`src/rtl/core/per_client_fixed_window_rate_limiter_defines.svh`:
```
// Assertion macros used by the rate limiter table (pcrl_table).
`ifndef PER_CLIENT_FIXED_WINDOW_RATE_LIMITER_DEFINES_SVH
`define PER_CLIENT_FIXED_WINDOW_RATE_LIMITER_DEFINES_SVH

// same-cycle implication
`define PCRL_ASSERT_NOW(lbl, clk, rst, ante, cons) \
   lbl: assert property (@(posedge clk) disable iff (rst) (ante) |-> (cons)) \
      else $error("pcrl assertion failed");

// next-cycle implication
`define PCRL_ASSERT_NEXT(lbl, clk, rst, ante, cons) \
   lbl: assert property (@(posedge clk) disable iff (rst) (ante) |=> (cons)) \
      else $error("pcrl assertion failed");

`endif

```
`src/rtl/core/pcrl_pkg.sv`:
```
// Types and constants of the per-client fixed-window rate limiter.
package pcrl_pkg;

   localparam int TABLE_ENTRIES = 16;
   localparam int IDX_W         = (TABLE_ENTRIES > 1) ? $clog2(TABLE_ENTRIES) : 1;
   localparam int EVICT_W       = 5;
   localparam int CSR_ADDR_W    = 4;
   localparam int CSR_DATA_W    = 32;

   localparam logic [1:0] REG_WINDOW       = 2'd0;
   localparam logic [1:0] REG_MAX_REQUESTS = 2'd1;
   localparam logic [1:0] REG_SWEEP_PERIOD = 2'd2;

   localparam logic [30:0] WINDOW_RESET       = 31'd60000;
   localparam logic [15:0] MAX_REQUESTS_RESET = 16'd60;
   localparam logic [31:0] SWEEP_RESET        = 32'd60000;

   typedef enum logic {
      ACT_REQUEST = 1'b0,
      ACT_TICK    = 1'b1
   } action_type;

   typedef struct packed {
      action_type  action;
      logic [31:0] client_ip;
      logic [31:0] now_ms;
   } req_type;

   typedef struct packed {
      logic               allowed;
      logic               untracked;
      logic [EVICT_W-1:0] evicted_count;
   } rsp_type;

   typedef struct packed {
      logic [30:0] window_ms;
      logic [15:0] max_requests;
      logic [31:0] sweep_period_ms;
   } cfg_type;

endpackage

```
`src/rtl/core/per_client_fixed_window_rate_limiter.sv`:
```
// Top level of the per-client fixed-window rate limiter.
//
//   channel  direction  payload    handshake
//   req_     in         req_type   req_valid / req_ready
//   rsp_     out        rsp_type   rsp_valid / rsp_ready
//   csr_     in/out     32-bit     APB write at psel & penable & pwrite
//
// One request per cycle unless a response is held; responses register in out_ff.
// The whole table (16 entry comparators and age checks) is resolved combinationally.
// A held response stalls the input register, which then drops req_ready.
// Synchronous reset clears the table valid bits, the sweep time and the pipe.
module per_client_fixed_window_rate_limiter import pcrl_pkg::*; (
   input  logic                  clock,
   input  logic                  reset,
   input  logic                  req_valid,
   output logic                  req_ready,
   input  req_type               req_data,
   output logic                  rsp_valid,
   input  logic                  rsp_ready,
   output rsp_type               rsp_data,
   input  logic                  csr_psel,
   input  logic                  csr_penable,
   input  logic                  csr_pwrite,
   input  logic [CSR_ADDR_W-1:0] csr_paddr,
   input  logic [CSR_DATA_W-1:0] csr_pwdata,
   output logic [CSR_DATA_W-1:0] csr_prdata,
   output logic                  csr_pready
);

   req_type in_ff;
   logic    in_vld_ff, in_vld_in;
   rsp_type out_ff;
   logic    out_vld_ff, out_vld_in;
   rsp_type res;
   cfg_type cfg_ff, cfg_in;
   logic    advance, csr_wr;
   logic [1:0] csr_idx;

   assign advance   = in_vld_ff && (!out_vld_ff || rsp_ready);
   assign req_ready = !in_vld_ff || advance;
   assign in_vld_in = (req_valid && req_ready) || (in_vld_ff && !advance);
   assign out_vld_in = advance || (out_vld_ff && !rsp_ready);

   assign rsp_valid = out_vld_ff;
   assign rsp_data  = out_ff;

   always_ff @(posedge clock) begin
      if (reset) begin
         in_vld_ff  <= 1'b0;
         out_vld_ff <= 1'b0;
      end else begin
         in_vld_ff  <= in_vld_in;
         out_vld_ff <= out_vld_in;
      end
   end

   always_ff @(posedge clock) begin
      if (req_valid && req_ready) begin
         in_ff <= req_data;
      end
      if (advance) begin
         out_ff <= res;
      end
   end

   pcrl_table u_table (
      .clock (clock),
      .reset (reset),
      .step  (advance),
      .item  (in_ff),
      .cfg   (cfg_ff),
      .res   (res)
   );

   // config registers
   assign csr_pready = 1'b1;
   assign csr_wr     = csr_psel && csr_penable && csr_pwrite;
   assign csr_idx    = csr_paddr[CSR_ADDR_W-1:2];

   always_comb begin
      cfg_in = cfg_ff;
      if (csr_wr) begin
         case (csr_idx)
            REG_WINDOW:       cfg_in.window_ms       = csr_pwdata[30:0];
            REG_MAX_REQUESTS: cfg_in.max_requests    = csr_pwdata[15:0];
            REG_SWEEP_PERIOD: cfg_in.sweep_period_ms = csr_pwdata;
            default:          cfg_in = cfg_ff;
         endcase
      end
   end

   always_comb begin
      case (csr_idx)
         REG_WINDOW:       csr_prdata = {1'b0, cfg_ff.window_ms};
         REG_MAX_REQUESTS: csr_prdata = {16'd0, cfg_ff.max_requests};
         REG_SWEEP_PERIOD: csr_prdata = cfg_ff.sweep_period_ms;
         default:          csr_prdata = '0;
      endcase
   end

   always_ff @(posedge clock) begin
      if (reset) begin
         cfg_ff.window_ms       <= WINDOW_RESET;
         cfg_ff.max_requests    <= MAX_REQUESTS_RESET;
         cfg_ff.sweep_period_ms <= SWEEP_RESET;
      end else begin
         cfg_ff <= cfg_in;
      end
   end

endmodule

```
`src/rtl/core/pcrl_table.sv`:
```
// Client table: lookup, window check, insert and sweep in one pass.
`include "per_client_fixed_window_rate_limiter_defines.svh"

module pcrl_table import pcrl_pkg::*; (
   input  logic    clock,
   input  logic    reset,
   input  logic    step,
   input  req_type item,
   input  cfg_type cfg,
   output rsp_type res
);

   logic [TABLE_ENTRIES-1:0] valid_ff, valid_in;
   logic [31:0]              addr_ff  [TABLE_ENTRIES];
   logic [31:0]              start_ff [TABLE_ENTRIES];
   logic [15:0]              count_ff [TABLE_ENTRIES];
   logic [31:0]              last_sweep_ff, last_sweep_in;

   logic [31:0]              age [TABLE_ENTRIES];
   logic [TABLE_ENTRIES-1:0] match, expired, at_limit, stale;
   logic                     hit_any, free_any;
   logic [IDX_W-1:0]         hit_idx, free_idx;
   logic                     hit_expired, hit_limit;
   logic                     is_req, sweep_due;
   logic [31:0]              limit;

   assign is_req    = (item.action == ACT_REQUEST);
   assign limit     = {cfg.window_ms, 1'b0};
   assign sweep_due = ((item.now_ms - last_sweep_ff) >= cfg.sweep_period_ms);

   always_comb begin
      for (int i = 0; i < TABLE_ENTRIES; i++) begin
         age[i]      = item.now_ms - start_ff[i];
         match[i]    = valid_ff[i] && (addr_ff[i] == item.client_ip);
         expired[i]  = (age[i] >= {1'b0, cfg.window_ms});
         at_limit[i] = (count_ff[i] >= cfg.max_requests);
         stale[i]    = valid_ff[i] && (age[i] >= limit);
      end
   end

   // lowest matching entry, lowest free entry
   always_comb begin
      hit_any  = 1'b0;
      hit_idx  = '0;
      free_any = 1'b0;
      free_idx = '0;
      for (int i = TABLE_ENTRIES - 1; i >= 0; i--) begin
         if (match[i]) begin
            hit_any = 1'b1;
            hit_idx = IDX_W'(i);
         end
         if (!valid_ff[i]) begin
            free_any = 1'b1;
            free_idx = IDX_W'(i);
         end
      end
   end

   assign hit_expired = expired[hit_idx];
   assign hit_limit   = at_limit[hit_idx];

   always_comb begin
      res = '0;
      if (is_req) begin
         if (!hit_any) begin
            res.allowed   = 1'b1;
            res.untracked = !free_any;
         end else begin
            res.allowed = hit_expired || !hit_limit;
         end
      end else if (sweep_due) begin
         res.evicted_count = EVICT_W'($countones(stale));
      end
   end

   always_comb begin
      valid_in      = valid_ff;
      last_sweep_in = last_sweep_ff;
      if (step) begin
         if (is_req) begin
            if (!hit_any && free_any) begin
               valid_in[free_idx] = 1'b1;
            end
         end else if (sweep_due) begin
            valid_in      = valid_ff & ~stale;
            last_sweep_in = item.now_ms;
         end
      end
   end

   always_ff @(posedge clock) begin
      if (reset) begin
         valid_ff      <= '0;
         last_sweep_ff <= '0;
      end else begin
         valid_ff      <= valid_in;
         last_sweep_ff <= last_sweep_in;
      end
   end

   always_ff @(posedge clock) begin
      if (step && is_req) begin
         if (hit_any) begin
            if (hit_expired) begin
               start_ff[hit_idx] <= item.now_ms;
               count_ff[hit_idx] <= 16'd1;
            end else if (!hit_limit) begin
               count_ff[hit_idx] <= count_ff[hit_idx] + 16'd1;
            end
         end else if (free_any) begin
            addr_ff[free_idx]  <= item.client_ip;
            start_ff[free_idx] <= item.now_ms;
            count_ff[free_idx] <= 16'd1;
         end
      end
   end

   `PCRL_ASSERT_NOW(a_untracked_full, clock, reset, step && res.untracked, &valid_ff)
   `PCRL_ASSERT_NEXT(a_req_no_shrink, clock, reset, step && is_req,
      $countones(valid_ff) >= $past($countones(valid_ff)))
   `PCRL_ASSERT_NEXT(a_evict_matches, clock, reset, step && !is_req,
      $countones(valid_ff) == $past($countones(valid_ff)) - $past(res.evicted_count))
   `PCRL_ASSERT_NOW(a_tick_no_admit, clock, reset, !is_req,
      !res.allowed && !res.untracked)

endmodule

```
`config.mk`:
```
export PLATFORM = sky130hd
export DESIGN_NAME = per_client_fixed_window_rate_limiter
export DESIGN_NICKNAME = d
export VERILOG_FILES = /design/src/rtl/core/pcrl_pkg.sv /design/src/rtl/core/per_client_fixed_window_rate_limiter.sv /design/src/rtl/core/pcrl_table.sv
export VERILOG_INCLUDE_DIRS = /design/src /design/src/rtl/core
export SDC_FILE = /design/constraint.sdc
export NUM_CORES = 2
export LEC_CHECK = 0
export BUFFER_PORTS_ARGS = -buffer_cell sky130_fd_sc_hd__buf_4
export CAP_MARGIN = 20
export CORE_MARGIN = 2
export CORE_UTILIZATION = 65
export CTS_BUF_LIST = sky130_fd_sc_hd__clkbuf_8
export DETAILED_ROUTE_END_ITERATION = 10
export PLACE_DENSITY_LB_ADDON = 0.12
export SLEW_MARGIN = 40
export SYNTH_ARGS = -nofsm -noshare
export SYNTH_HDL_FRONTEND = slang
export SYNTH_HIERARCHICAL = 1
export SYNTH_SLANG_ARGS = --single-unit
export TNS_END_PERCENT = 100
```
`constraint.sdc`:
```
create_clock -name clock -period 23.6 [get_ports clock]
set_input_delay 2.36 -clock clock [delete_from_list [all_inputs] [get_ports clock]]
set_output_delay 2.36 -clock clock [all_outputs]
set_load 0.05 [all_outputs]
```
==> impl_metrics.csv <==
group,metric,value,unit
yosys,yosys_register_bits,1481,
route,antenna_left,0,
sta,maxSlewViolCount,0,
floorplan,fp.coreArea,169000,um^2
global_route,grt_start_max_net_pins,109,
cts,clk_latency,1.07,ns
route,drt_first_pass_iters,6,
cts,postCtsSetupBuffers,0,
route,overall_routed_net_length,343000,um
cts,worst_setup_hold_path_clk_slew,0.06,ns
yosys,ys.warnings.count,6,
sta,setup_violating_endpoint_count_in_the_final_report,0,
layout,final_cell_area,121000,um^2
route,met1Wirelength,129000,um
cts,count_of_h_tree_levels_built_during_cts,5,
route,drt-wirelength-per-cell,25.7,um
global_route,grt_util_all_layers,0.390,
global_route,grt_pass1_vias,87100,
route,top_layer_used,"met5",
placed_design,gp_congestion,0.988,
yosys,synth_flop_cell,"edfxtp_1",
sta,max_slew.worst_pin.slew,0.960,ns
sta,max_freq,94.4,MHz
worst_setup_path,critical_path_peak_fanout,18,
yosys,async_flop_share,0,
global_route,number_of_antenna_violations_at_the_first_check_in_global_routing,15,
floorplan,start_util,0.653,
yosys,count_of_distinct_cell_types_in_the_synthesized_netlist,99,
route,drt_iter0_markers,7761,
route,met3RoutedLength,26600,um
layout,design.final.nets,12900,
worst_setup_path,critPathMaxStageDelay,0.53,ns
route,detail_route.drc_violations,0,
pwr,vdd_drop_max,0.0000721,V
worst_setup_path,timing.reg2reg.setup_slack,13.01,ns
floorplan,boundaryPins,150,
run_status,run_status,"completed",
placed_design,detailed_placer_s_ending_hpwl,243000,um
placed_design,pre_cts_slack,13.11,ns
yosys,number_of_enable_flip_flop_cells_after_synthesis,1352,
worst_setup_path,kind_of_end_point_of_the_critical_path,"flip-flop",
worst_setup_path,critical_path.slowest_cell,"fa_1",
cts,clk_path_buf_depth,4,
layout,final_common_cell,"ha_1",
sta,grt_setup_unrepaired,"false",
cts,cts-resized-gates,0,
yosys,mappedNetlistNets,12400,
worst_setup_path,critPathMostFrequentCell,"fa_1",
worst_setup_path,critPathRequiredTime,24.46,ns
placed_design,area_of_placed_instances,116000,um^2
sta,finalWorstSetupSlack,13.01,ns
cts,cts_root_buf,"clkbuf_8",
route,routed_via_count,86900,
cts,tritoncts_clock_tree,"yes",
sta,layout_worst_path_cycle_share,0.449,
sta,finalClockSkew,0.0814,ns
cts,cts_inserted_buffers,282,
route,met2_wire_len,157000,um
yosys,syn-cell-area,110000,um^2
sta,finalSetupTns,0,ns
sta,timing_hold_violations_final,0,
sta,timing.final.crit_period,10.59,ns
pwr,pwr_density_cell,53.7,nW/um^2
floorplan,fp.dieArea,173000,um^2
yosys,synthCells,10400,
layout,layout.core_utilization,0.716,
layout,final_cell_mix,"ha_1, edfxtp_1, inv_1",
worst_hold_path,timing.hold.worst.class,"reg -> reg",
cts,numClockSinks,1481,
yosys,avgSynthCellArea,10.6,um^2
worst_setup_path,timing_worst_setup_path_type,"reg -> reg",
placed_design,port-buffer-count,146,
run,cap_viol_max_count,0,
route,vias_per_cell,6.50,
cts,cts_hold_repair.buffers,0,
floorplan,rows,151,
layout,synthToLayoutAreaGrowth,9.55,%
floorplan,dieWidth,416,um
pwr,leakage,50.6,nW
sta,relSlewSlack,0.356,
layout,final_layout_size_suffix_gt1_frac,0.0830,
worst_setup_path,crit_path_start_kind,"flip-flop",
yosys,synth_sequential_area_ratio,0.391,
global_route,grt_overflow_total,0,
global_route,grt_pass1_wl,511000,um
worst_setup_path,cp.arrival,11.45,ns
floorplan,die_height,416,um
==> layer usage <==
metal | GRT usage | vias to the layer above
met2 | 0.640 | 3891
met3 | 0.0610 | 1226
met5 | 0 | -
met1 | 0.462 | 41800
met4 | 0.298 | 10
li1 | - | 40000
==> power by group <==
part	total, mW	switching [mW]	internal (mW)
Clock	2.36	1.13	1.23
Sequential	2.88	0.0106	2.87
Combinational	1.26	0.763	0.501
==> area by class of cell <==
class                           count  area, um^2
Multi-Input combinational cell   7993       63800
Fill cell                       12300       48100
Sequential cell                  1481       43200
Clock buffer                      298        4100
Timing Repair Buffer              393        3250
Inverter                          791        2970
Tap cell                         2218        2780
Clock inverter                    182         930
Antenna cell                        5        12.5
==> sequential cells by signal, summed over array words and instances (netlist names) <==
| signal | count |
|---|---|
| u_table/addr_ff | 512 |
| in_vld_ff | 1 |
| u_table/count_ff | 256 |
| rsp_valid | 1 |
| u_table/start_ff | 512 |
| cfg_ff | 79 |
| rsp_data | 7 |
| u_table/valid_ff | 16 |
| u_table/last_sweep_ff | 32 |
| in_ff | 65 |
==> final timing paths <==
path	from	to	cells past startpoint
worst max-delay path	in_ff[0]$_DFFE_PP_	rsp_data[4]$_DFFE_PP_	40
worst min register to register	cfg_ff[51]$_SDFFE_PP0P_	cfg_ff[51]$_SDFFE_PP0P_	2
worst min-delay path	cfg_ff[51]$_SDFFE_PP0P_	cfg_ff[51]$_SDFFE_PP0P_	2
worst max register to register	in_ff[0]$_DFFE_PP_	rsp_data[4]$_DFFE_PP_	40
==> worst max-delay path: cells and delay by family (launching register included) <==
kind                     cells  cell delay [ns]
AO/OA/AOI/OAI               17             3.97
adder cells (fa/ha/maj)      9             3.60
AND/OR/NAND/NOR              7             1.34
buffers and inverters        6             0.95
flip-flops                   1             0.36
XOR/XNOR                     1             0.16
==> synth_stat cells (21+ instances only) <==
library cell / instances / area, um^2
nand2_1: 396 / 1490
a21boi_0: 45 / 338
nand4b_1: 24 / 210
a21o_1: 353 / 2650
o21a_1: 200 / 1500
a2111oi_0: 35 / 307
a211oi_1: 109 / 818
nor4_1: 158 / 988
dfxtp_1: 129 / 2580
or4_1: 23 / 173
nor2b_1: 180 / 1130
a31oi_1: 53 / 332
nor2_1: 543 / 2040
ha_1: 1813 / 22700
fa_1: 27 / 541
o2111ai_1: 41 / 359
o21bai_1: 72 / 541
a21oi_1: 695 / 3480
buf_2: 70 / 350
o211ai_1: 84 / 631
buf_4: 21 / 158
clkbuf_1: 42 / 158
mux2i_1: 271 / 2710
xnor2_1: 548 / 4800
o21ai_0: 451 / 2260
xor2_1: 438 / 3840
and4_1: 26 / 228
nand4_1: 229 / 1430
o31ai_1: 31 / 233
nand2b_1: 310 / 1940
a211o_1: 24 / 210
nand3_1: 178 / 891
and2_1: 54 / 338
edfxtp_1: 1352 / 40600
nor3_1: 161 / 806
nor4b_1: 21 / 184
or3_1: 55 / 344
and3_1: 53 / 332
inv_1: 791 / 2970
or2_2: 36 / 225
==> cells by family (layout without fill, tap and decap cells) <==
| logic type | after synthesis | after routing | share of synthesized area |
|---|---|---|---|
| and+or+nand+nor | 2496 | 2496 | 0.119 |
| AOI/OAI and AO/OA | 2392 | 2392 | 0.140 |
| adders and majority gates | 1840 | 1840 | 0.210 |
| DFF | 1481 | 1481 | 0.391 |
| xor gates and xnor gates | 986 | 986 | 0.0782 |
| buffers and inverters | 947 | 1664 | 0.0354 |
| muxes | 278 | 278 | 0.0253 |
| other | 1 | 6 | 0.0000340 |
==> through the flow <==
step | hold slack [ns] | power, mW | std cells
final | 0.489 | 6.50 | 13400
after global routing | 0.512 | 6.76 | 13400
after CTS | 0.492 | 6.51 | 13400
after detailed placement | 0.481 | 4.17 | 12900
after global placement | 0.472 | 4.12 | 12900
after floorplan | 0.457 | 3.79 | 10400
Note: power is estimated with default switching activity, not from simulation.
